**config.mk**
```make
export PLATFORM = sky130hd
export DESIGN_NAME = escaped_string_unescape_utf8_unit
export DESIGN_NICKNAME = d
export VERILOG_FILES = /design/src/rtl/core/esu_pkg.sv /design/src/rtl/core/escaped_string_unescape_utf8_unit.sv /design/src/rtl/core/esu_front.sv /design/src/rtl/core/esu_queue.sv /design/src/rtl/core/esu_back.sv
export SDC_FILE = /design/constraint.sdc
export NUM_CORES = 1
export LEC_CHECK = 0
export BUFFER_PORTS_ARGS = -buffer_cell sky130_fd_sc_hd__buf_2
export CORE_MARGIN = 2
export CORE_UTILIZATION = 55
export CTS_CLUSTER_DIAMETER = 200
export DETAILED_ROUTE_END_ITERATION = 10
export PLACE_DENSITY = 0.73
export SLEW_MARGIN = 10
export SYNTH_ARGS = -nofsm -noshare
export SYNTH_HDL_FRONTEND = slang
export SYNTH_SLANG_ARGS = --single-unit
```
**constraint.sdc**
```tcl
create_clock -name clk -period 4.3 [get_ports clk]
set_input_delay 0 -clock clk [delete_from_list [all_inputs] [get_ports clk]]
set_output_delay 0 -clock clk [all_outputs]
set_load 0.01 [all_outputs]
```
**src/rtl/core/esu_pkg.sv**
```systemverilog
// ----------------------------------------------------------------------------
// esu_pkg: shared types and constants for the string unescape unit
// Result codes, the record passed from classifier to emitter, hex decode.
// ----------------------------------------------------------------------------
package esu_pkg;

  localparam int QueueDepth = 4;

  localparam logic [7:0] CharQuote = 8'h22;
  localparam logic [7:0] CharBslash = 8'h5C;
  localparam logic [7:0] CharNul = 8'h00;
  localparam logic [7:0] CharN = 8'h6E;
  localparam logic [7:0] CharT = 8'h74;
  localparam logic [7:0] CharR = 8'h72;
  localparam logic [7:0] CharU = 8'h75;
  localparam logic [7:0] ByteLf = 8'h0A;
  localparam logic [7:0] ByteTab = 8'h09;
  localparam logic [7:0] ByteCr = 8'h0D;

  localparam logic [7:0] Utf8Lead2 = 8'b1100_0000;
  localparam logic [7:0] Utf8Lead3 = 8'b1110_0000;
  localparam logic [7:0] Utf8Cont = 8'b1000_0000;
  localparam logic [15:0] Utf8Max1 = 16'h007F;
  localparam logic [15:0] Utf8Max2 = 16'h07FF;

  typedef enum logic [1:0] {
    KIND_DATA = 2'd0,
    KIND_DONE = 2'd1,
    KIND_ERR  = 2'd2
  } kind_t;

  typedef enum logic [2:0] {
    ERR_NONE      = 3'd0,
    ERR_NO_OPEN   = 3'd1,
    ERR_END_STR   = 3'd2,
    ERR_END_ESC   = 3'd3,
    ERR_BAD_ESC   = 3'd4,
    ERR_BAD_HEX   = 3'd5
  } err_t;

  // One classified input byte: up to three results, drained in order.
  typedef struct packed {
    logic [1:0]      cnt;
    logic [2:0][7:0] bytes;
    kind_t           kind;
    err_t            code;
  } op_t;

  // {invalid, value}
  function automatic logic [4:0] hex_decode(input logic [7:0] c);
    logic [4:0] r;
    r = 5'h10;
    if (c >= 8'h30 && c <= 8'h39) begin
      r = {1'b0, 4'(c - 8'h30)};
    end else if (c >= 8'h61 && c <= 8'h66) begin
      r = {1'b0, 4'(c - 8'h57)};
    end else if (c >= 8'h41 && c <= 8'h46) begin
      r = {1'b0, 4'(c - 8'h37)};
    end
    return r;
  endfunction

endpackage

```
**src/rtl/core/escaped_string_unescape_utf8_unit.sv**
```systemverilog
// ----------------------------------------------------------------------------
// escaped_string_unescape_utf8_unit: quoted string unescaper with UTF-8 output
// One raw byte in, zero to three result items out, queue handshake on both
// sides.
// ----------------------------------------------------------------------------
// The unit takes one input byte every cycle while full is low; the classifier
// decides each byte in the cycle it is taken. Results leave one per cycle
// through the emitter while the consumer pops, so a \u escape that encodes
// to two or three UTF-8 bytes occupies the result side for one pop per byte.
// A queue of QUEUE_DEPTH records plus one head record sits between the two
// sides; full rises only when that queue fills because the consumer or a run
// of multibyte escapes has fallen behind. Records are registered into the
// head record. Bytes that cause no result (opening quote, backslash, u, hex
// digits before the last, the last digit of \u0000) never enter the queue.
module escaped_string_unescape_utf8_unit #(
  parameter int QUEUE_DEPTH = esu_pkg::QueueDepth
) (
  input  logic       clk,
  input  logic       rst,
  input  logic       push,
  output logic       full,
  input  logic [7:0] in_byte,
  output logic       empty,
  input  logic       pop,
  output logic [7:0] out_byte,
  output logic [1:0] kind,
  output logic [2:0] error_code,
  output logic       last
);
  import esu_pkg::*;

  op_t  op;
  op_t  head;
  logic enq;
  logic deq;
  logic head_valid;

  esu_front u_front (
    .clk     (clk),
    .rst     (rst),
    .push    (push),
    .q_full  (full),
    .in_byte (in_byte),
    .enq     (enq),
    .op      (op)
  );

  esu_queue #(
    .DEPTH (QUEUE_DEPTH)
  ) u_queue (
    .clk        (clk),
    .rst        (rst),
    .enq        (enq),
    .wdata      (op),
    .full       (full),
    .deq        (deq),
    .head_valid (head_valid),
    .head       (head)
  );

  esu_back u_back (
    .clk        (clk),
    .rst        (rst),
    .head_valid (head_valid),
    .head       (head),
    .deq        (deq),
    .empty      (empty),
    .pop        (pop),
    .out_byte   (out_byte),
    .kind       (kind),
    .error_code (error_code),
    .last       (last)
  );

endmodule

```
**src/rtl/core/esu_front.sv**
```systemverilog
// ----------------------------------------------------------------------------
// esu_front: input byte classifier
// Runs the quote/escape/hex parser and turns each accepted byte into a record
// of zero to three results for the queue.
// ----------------------------------------------------------------------------
module esu_front (
  input  logic          clk,
  input  logic          rst,
  input  logic          push,
  input  logic          q_full,
  input  logic [7:0]    in_byte,
  output logic          enq,
  output esu_pkg::op_t  op
);
  import esu_pkg::*;

  typedef enum logic [2:0] {
    PH_WAIT,
    PH_STR,
    PH_ESC,
    PH_HEX1,
    PH_HEX2,
    PH_HEX3,
    PH_HEX4
  } phase_t;

  phase_t      phase;
  phase_t      phase_next;
  logic [15:0] acc;
  logic [15:0] acc_next;
  logic [4:0]  hex;
  logic        accept;

  assign accept = push && !q_full;
  assign hex = hex_decode(in_byte);

  always_comb begin
    phase_next = phase;
    acc_next = acc;
    op.cnt = 2'd0;
    op.bytes = '0;
    op.kind = KIND_DATA;
    op.code = ERR_NONE;
    case (phase)
      PH_WAIT: begin
        if (in_byte == CharQuote) begin
          phase_next = PH_STR;
        end else begin
          op.cnt = 2'd1;
          op.kind = KIND_ERR;
          op.code = ERR_NO_OPEN;
        end
      end
      PH_STR: begin
        if (in_byte == CharQuote) begin
          op.cnt = 2'd1;
          op.kind = KIND_DONE;
          phase_next = PH_WAIT;
        end else if (in_byte == CharNul) begin
          op.cnt = 2'd1;
          op.kind = KIND_ERR;
          op.code = ERR_END_STR;
          phase_next = PH_WAIT;
        end else if (in_byte == CharBslash) begin
          phase_next = PH_ESC;
        end else begin
          op.cnt = 2'd1;
          op.bytes[0] = in_byte;
        end
      end
      PH_ESC: begin
        phase_next = PH_STR;
        op.cnt = 2'd1;
        if (in_byte == CharNul) begin
          op.kind = KIND_ERR;
          op.code = ERR_END_ESC;
          phase_next = PH_WAIT;
        end else if (in_byte == CharN) begin
          op.bytes[0] = ByteLf;
        end else if (in_byte == CharT) begin
          op.bytes[0] = ByteTab;
        end else if (in_byte == CharR) begin
          op.bytes[0] = ByteCr;
        end else if (in_byte == CharBslash || in_byte == CharQuote) begin
          op.bytes[0] = in_byte;
        end else if (in_byte == CharU) begin
          op.cnt = 2'd0;
          acc_next = '0;
          phase_next = PH_HEX1;
        end else begin
          op.kind = KIND_ERR;
          op.code = ERR_BAD_ESC;
          phase_next = PH_WAIT;
        end
      end
      PH_HEX1, PH_HEX2, PH_HEX3, PH_HEX4: begin
        if (in_byte == CharNul) begin
          op.cnt = 2'd1;
          op.kind = KIND_ERR;
          op.code = ERR_END_STR;
          phase_next = PH_WAIT;
        end else if (hex[4]) begin
          op.cnt = 2'd1;
          op.kind = KIND_ERR;
          op.code = ERR_BAD_HEX;
          phase_next = PH_WAIT;
        end else begin
          acc_next = {acc[11:0], hex[3:0]};
          case (phase)
            PH_HEX1: phase_next = PH_HEX2;
            PH_HEX2: phase_next = PH_HEX3;
            PH_HEX3: phase_next = PH_HEX4;
            default: begin
              phase_next = PH_STR;
              // \u0000 yields nothing
              if (acc_next == '0) begin
                op.cnt = 2'd0;
              end else if (acc_next <= Utf8Max1) begin
                op.cnt = 2'd1;
                op.bytes[0] = acc_next[7:0];
              end else if (acc_next <= Utf8Max2) begin
                op.cnt = 2'd2;
                op.bytes[0] = Utf8Lead2 | {3'b000, acc_next[10:6]};
                op.bytes[1] = Utf8Cont | {2'b00, acc_next[5:0]};
              end else begin
                op.cnt = 2'd3;
                op.bytes[0] = Utf8Lead3 | {4'b0000, acc_next[15:12]};
                op.bytes[1] = Utf8Cont | {2'b00, acc_next[11:6]};
                op.bytes[2] = Utf8Cont | {2'b00, acc_next[5:0]};
              end
            end
          endcase
        end
      end
      default: begin
        phase_next = PH_WAIT;
      end
    endcase
  end

  assign enq = accept && (op.cnt != 2'd0);

  always_ff @(posedge clk) begin
    if (rst) begin
      phase <= PH_WAIT;
      acc <= '0;
    end else if (accept) begin
      phase <= phase_next;
      acc <= acc_next;
    end
  end

endmodule

```
**src/rtl/core/esu_queue.sv**
```systemverilog
// ----------------------------------------------------------------------------
// esu_queue: record queue between classifier and emitter
// Small memory plus a registered head entry; a write into an empty queue
// goes straight to the head.
// ----------------------------------------------------------------------------
module esu_queue #(
  parameter int DEPTH = esu_pkg::QueueDepth
) (
  input  logic          clk,
  input  logic          rst,
  input  logic          enq,
  input  esu_pkg::op_t  wdata,
  output logic          full,
  input  logic          deq,
  output logic          head_valid,
  output esu_pkg::op_t  head
);
  import esu_pkg::*;

  localparam int PtrW = $clog2(DEPTH);
  localparam int CntW = $clog2(DEPTH + 1);

  op_t             mem [DEPTH];
  logic [PtrW-1:0] wr_ptr;
  logic [PtrW-1:0] rd_ptr;
  logic [CntW-1:0] mcnt;
  logic            load;
  logic            from_mem;
  logic            bypass;
  logic            wr;

  assign full = (mcnt == CntW'(DEPTH));
  assign load = !head_valid || deq;
  assign from_mem = load && (mcnt != '0);
  assign bypass = load && (mcnt == '0) && enq;
  assign wr = enq && !bypass;

  always_ff @(posedge clk) begin
    if (wr) begin
      mem[wr_ptr] <= wdata;
    end
  end

  always_ff @(posedge clk) begin
    if (from_mem) begin
      head <= mem[rd_ptr];
    end else if (bypass) begin
      head <= wdata;
    end
  end

  always_ff @(posedge clk) begin
    if (rst) begin
      head_valid <= 1'b0;
      wr_ptr <= '0;
      rd_ptr <= '0;
      mcnt <= '0;
    end else begin
      if (load) begin
        head_valid <= from_mem || bypass;
      end
      if (wr) begin
        wr_ptr <= (wr_ptr == PtrW'(DEPTH - 1)) ? '0 : wr_ptr + 1'b1;
      end
      if (from_mem) begin
        rd_ptr <= (rd_ptr == PtrW'(DEPTH - 1)) ? '0 : rd_ptr + 1'b1;
      end
      mcnt <= mcnt + CntW'(wr) - CntW'(from_mem);
    end
  end

  a_cnt_bound: assert property (@(posedge clk) disable iff (rst)
    mcnt <= CntW'(DEPTH))
    else $error("queue count over depth");

  a_head_first: assert property (@(posedge clk) disable iff (rst)
    !head_valid |-> mcnt == '0)
    else $error("memory holds records while head is empty");

  a_no_overflow: assert property (@(posedge clk) disable iff (rst)
    enq |-> !full)
    else $error("write into full queue");

endmodule

```
**src/rtl/core/esu_back.sv**
```systemverilog
// ----------------------------------------------------------------------------
// esu_back: result emitter
// Walks the head record one result per pop and retires it on its last one.
// ----------------------------------------------------------------------------
module esu_back (
  input  logic          clk,
  input  logic          rst,
  input  logic          head_valid,
  input  esu_pkg::op_t  head,
  output logic          deq,
  output logic          empty,
  input  logic          pop,
  output logic [7:0]    out_byte,
  output logic [1:0]    kind,
  output logic [2:0]    error_code,
  output logic          last
);
  import esu_pkg::*;

  logic [1:0] idx;
  logic       take;

  assign empty = !head_valid;
  assign take = pop && head_valid;
  assign last = (idx == head.cnt - 2'd1);
  assign deq = take && last;
  assign out_byte = head.bytes[idx];
  assign kind = head.kind;
  assign error_code = head.code;

  always_ff @(posedge clk) begin
    if (rst) begin
      idx <= '0;
    end else if (take) begin
      idx <= last ? 2'd0 : idx + 2'd1;
    end
  end

  a_idx_range: assert property (@(posedge clk) disable iff (rst)
    head_valid |-> idx < head.cnt)
    else $error("result index past record");

  a_nonzero: assert property (@(posedge clk) disable iff (rst)
    head_valid |-> head.cnt != 2'd0)
    else $error("empty record reached emitter");

  a_step: assert property (@(posedge clk) disable iff (rst)
    (take && !last) |=> idx == $past(idx) + 2'd1)
    else $error("result index did not advance");

endmodule
```
==> flow_summary.yaml <==
run_status:
  outcome: "completed"
sta:
  drv_slew: 0
  fmax_mhz: 320
  hold_ws_ps: 48.7
  final-setup-viol-count: 0
  setup_tns_ps: 0
  slew-limit-headroom_pct: 28.8
  worstMarginPinSlew_ps: 1070
  skew_ps: 7.52
  hold_viol: 0
  min_period_over_period_pct: 72.7
  rsz0062_at_grt: "no"
  fin_crit_ps: 3130
logic_synthesis:
  yosys.area_share.simple_pct: 9.91
  synthAdderAreaFrac_pct: 2.00
  yosysTopAreaCellShare_pct: 55.1
  syn_nets: 593
  synthFlopType: "edfxtp_1"
  muxShareOfSynthArea_pct: 14.2
  netlist_instances: 569
  synth_edf_count: 145
  synth_cell_types: 64
  synth_area_per_cell_sq_um: 13.9
  synthTopCellsByArea: "edfxtp_1, mux4_2, dfxtp_1"
  synth-compound-area-share_pct: 8.33
  yosysWarnings: 0
  synth_top_family_by_area: "multiplexers"
  yosysTopAreaCell: "edfxtp_1"
  ys_seq_area_share_pct: 61.9
  netlist_area_sq_mm: 0.00790
  async_reset_ff_share_pct: 0
  synth_xor_area_share_pct: 0.554
  ys_seq_elements: 172
clocking:
  postCtsHoldBufs: 0
  cts_root_buffer: "clkbuf_16"
  insertion_delay_ps: 430
  cts_max_level: 4
  numCtsBuffers: 17
  cts_buffer_depth: 2
  cts_sinks: 172
  cts.clk_slew.worst_paths_ps: 70
  postCtsSetupRepairBufs: 0
  cts_tree: "yes"
  cts_resized: 0
placed_design:
  dp_hpwl_um: 11200
  place_inst: 751
  io_buffer_count: 27
  routabilityCongestion: 0.980
drt:
  num_vias: 4843
  met2_length_um: 8460
  routedWlPerCell_um: 21.8
  via_per_inst: 6.19
  met3WireLength_um: 923
  drt_iter0_markers: 512
  m1WireLength_um: 7220
  drt_pass1_iterations: 5
  ant_nets: 0
  top_layer: "met4"
  wirelength_um: 17100
  drc: 0
hold_path:
  min_path_type: "primary input to flip-flop"
  min-delay-start: "rst"
setup_path:
  startpoint: "u_front.acc[3]"
  slowest_delay_ps: 580
  path_cells: "nor4_2 -> nand3_1 -> a311oi_1 -> nand4b_1 -> nand2_1 -> o21ai_0 -> mux2_2"
  r2r_start: "u_front.acc[3]"
  cp_max_fo: 16
  cp-end-kind: "flip-flop"
  path_class: "flip-flop to flip-flop"
  cp-start-kind: "flip-flop"
  arrival_ps: 3310
  slowest_stage: "nor4_2"
  crit_required_ps: 4480
pwr:
  irDropWorstVdd_v: 0.000331
  p_per_area_mw_per_mm2: 607
  power_leakage_nw: 2.93
final_layout:
  multi_input_area_sq_mm: 0.00278
  fin_cells: 783
  diodes: 0
  drive_gt1_share_pct: 22.4
  syn_to_final_growth_pct: 12.1
  nFillCells: 1022
  fin_util_pct: 63.6
  fin_nets: 614
  regArea_sq_mm: 0.00490
grt:
  grt_max_degree: 35
  antenna_found_initial: 0
  first_global_vias: 4857
  grt_pass1_wl_um: 26600
  grtUsageTotal_pct: 24.3
  grt_overflow_total: 0
floorplanning:
  num_rows: 43
  boundaryPins: 28
  initial_utilization_pct: 56.7
  die_y_um: 124
  die_area_sq_mm: 0.0153
  fp.coreArea_sq_mm: 0.0139
  chipWidth_um: 124
job:
  maxCapViolCount: 0
## where the power goes
group          internal, mW  switching (mW)
clock                  1.04           0.651
combinational         0.626           0.660
sequential             2.21           0.180
## kinds of logic after synthesis
| family | count (synthesis) |
|---|---|
| multiplexers | 72 |
| buffers and inverters | 57 |
| XOR/XNOR | 5 |
| adder cells (fa/ha/maj) | 12 |
| AO/OA/AOI/OAI | 98 |
| AND/OR/NAND/NOR | 153 |
| flip-flops | 172 |
## final timing paths
path                       to  slack [ps]  depth (start not counted)
min reg2reg    u_front.acc[8]         470                          2
max          u_queue.head[10]        1170                          7
min           u_queue.mcnt[2]          50                          2
max reg2reg  u_queue.head[10]        1170                          7
## cells in the final DEF, fill, tap and decap left out, types with 3 or more instances in the layout
master	synthesis	final
nor3_1	12	12
mux2i_1	15	15
edfxtp_1	145	145
nor4_1	6	6
and2_1	8	8
a21oi_1	29	28
buf_4	6	11
nand2b_1	6	6
mux2_2	27	27
nor2_1	42	41
ha_1	11	11
mux4_2	29	29
nand3b_1	5	5
bufinv_16	0	5
nand3_1	7	7
or3_1	3	3
a221oi_1	4	4
clkbuf_16	0	17
buf_2	7	27
nor3b_1	6	6
nand2_1	37	37
dfxtp_1	27	26
or4_1	3	3
inv_6	0	5
xnor2_1	4	4
a22oi_1	7	7
inv_1	21	21
o2111ai_1	5	5
o21ai_0	22	22
nor2b_1	6	6
## state kept, by name, indices dropped and copies added, names as in the netlist, named ones only
name and cells:
u_queue.head 29, u_queue.wr_ptr 2, u_back.idx 2, u_front.phase 3, u_queue.mem 116, u_queue.rd_ptr 2, u_queue.mcnt 3, u_queue.head_valid 1
u_front.acc 12
## Yosys cell counts, drive strengths merged (8+ instances only)
cell and instances:
a21oi 29, and2 8, buf 16, clkbuf 20, dfxtp 27, edfxtp 145
ha 11, inv 21, mux2 28, mux2i 15, mux4 29, nand2 37
nor2 44, nor3 12, o21ai 24
## layer usage
| metal | global-route usage [%] | vias to the layer above |
|---|---|---|
| met3 | 4.58 | 41 |
| met2 | 40.7 | 163 |
| met1 | 31.1 | 2411 |
| met5 | 0 | - |
| li1 | - | 2228 |
| met4 | 10.4 | 0 |
## stage by stage
step | area [sq um] | setup WS, ps | power (mW)
finish | 8860 | 1170 | 5.37
global route | 8860 | 918 | 5.62
CTS | 8860 | 1200 | 5.43
detailed placement | 8200 | 914 | 3.73
global placement | 8200 | 1110 | 3.68
floorplan | 7900 | 862 | 3.33
## cell type report
cell class	count	share of cell area, %
sequential	172	55.3
multi-input combinational	340	31.4
clock buffer	17	4.80
clock inverter	15	2.63
tap	180	2.54
timing repair buffer	38	2.46
inverter	21	0.890
## critical path, delay by kind of cell, from the launching register on
family / cells / cell delay, ps
flip-flops: 1 / 380
multiplexers: 1 / 390
AO/OA/AOI/OAI: 2 / 650
AND/OR/NAND/NOR: 4 / 1460
(Power assumes the default switching activity.)
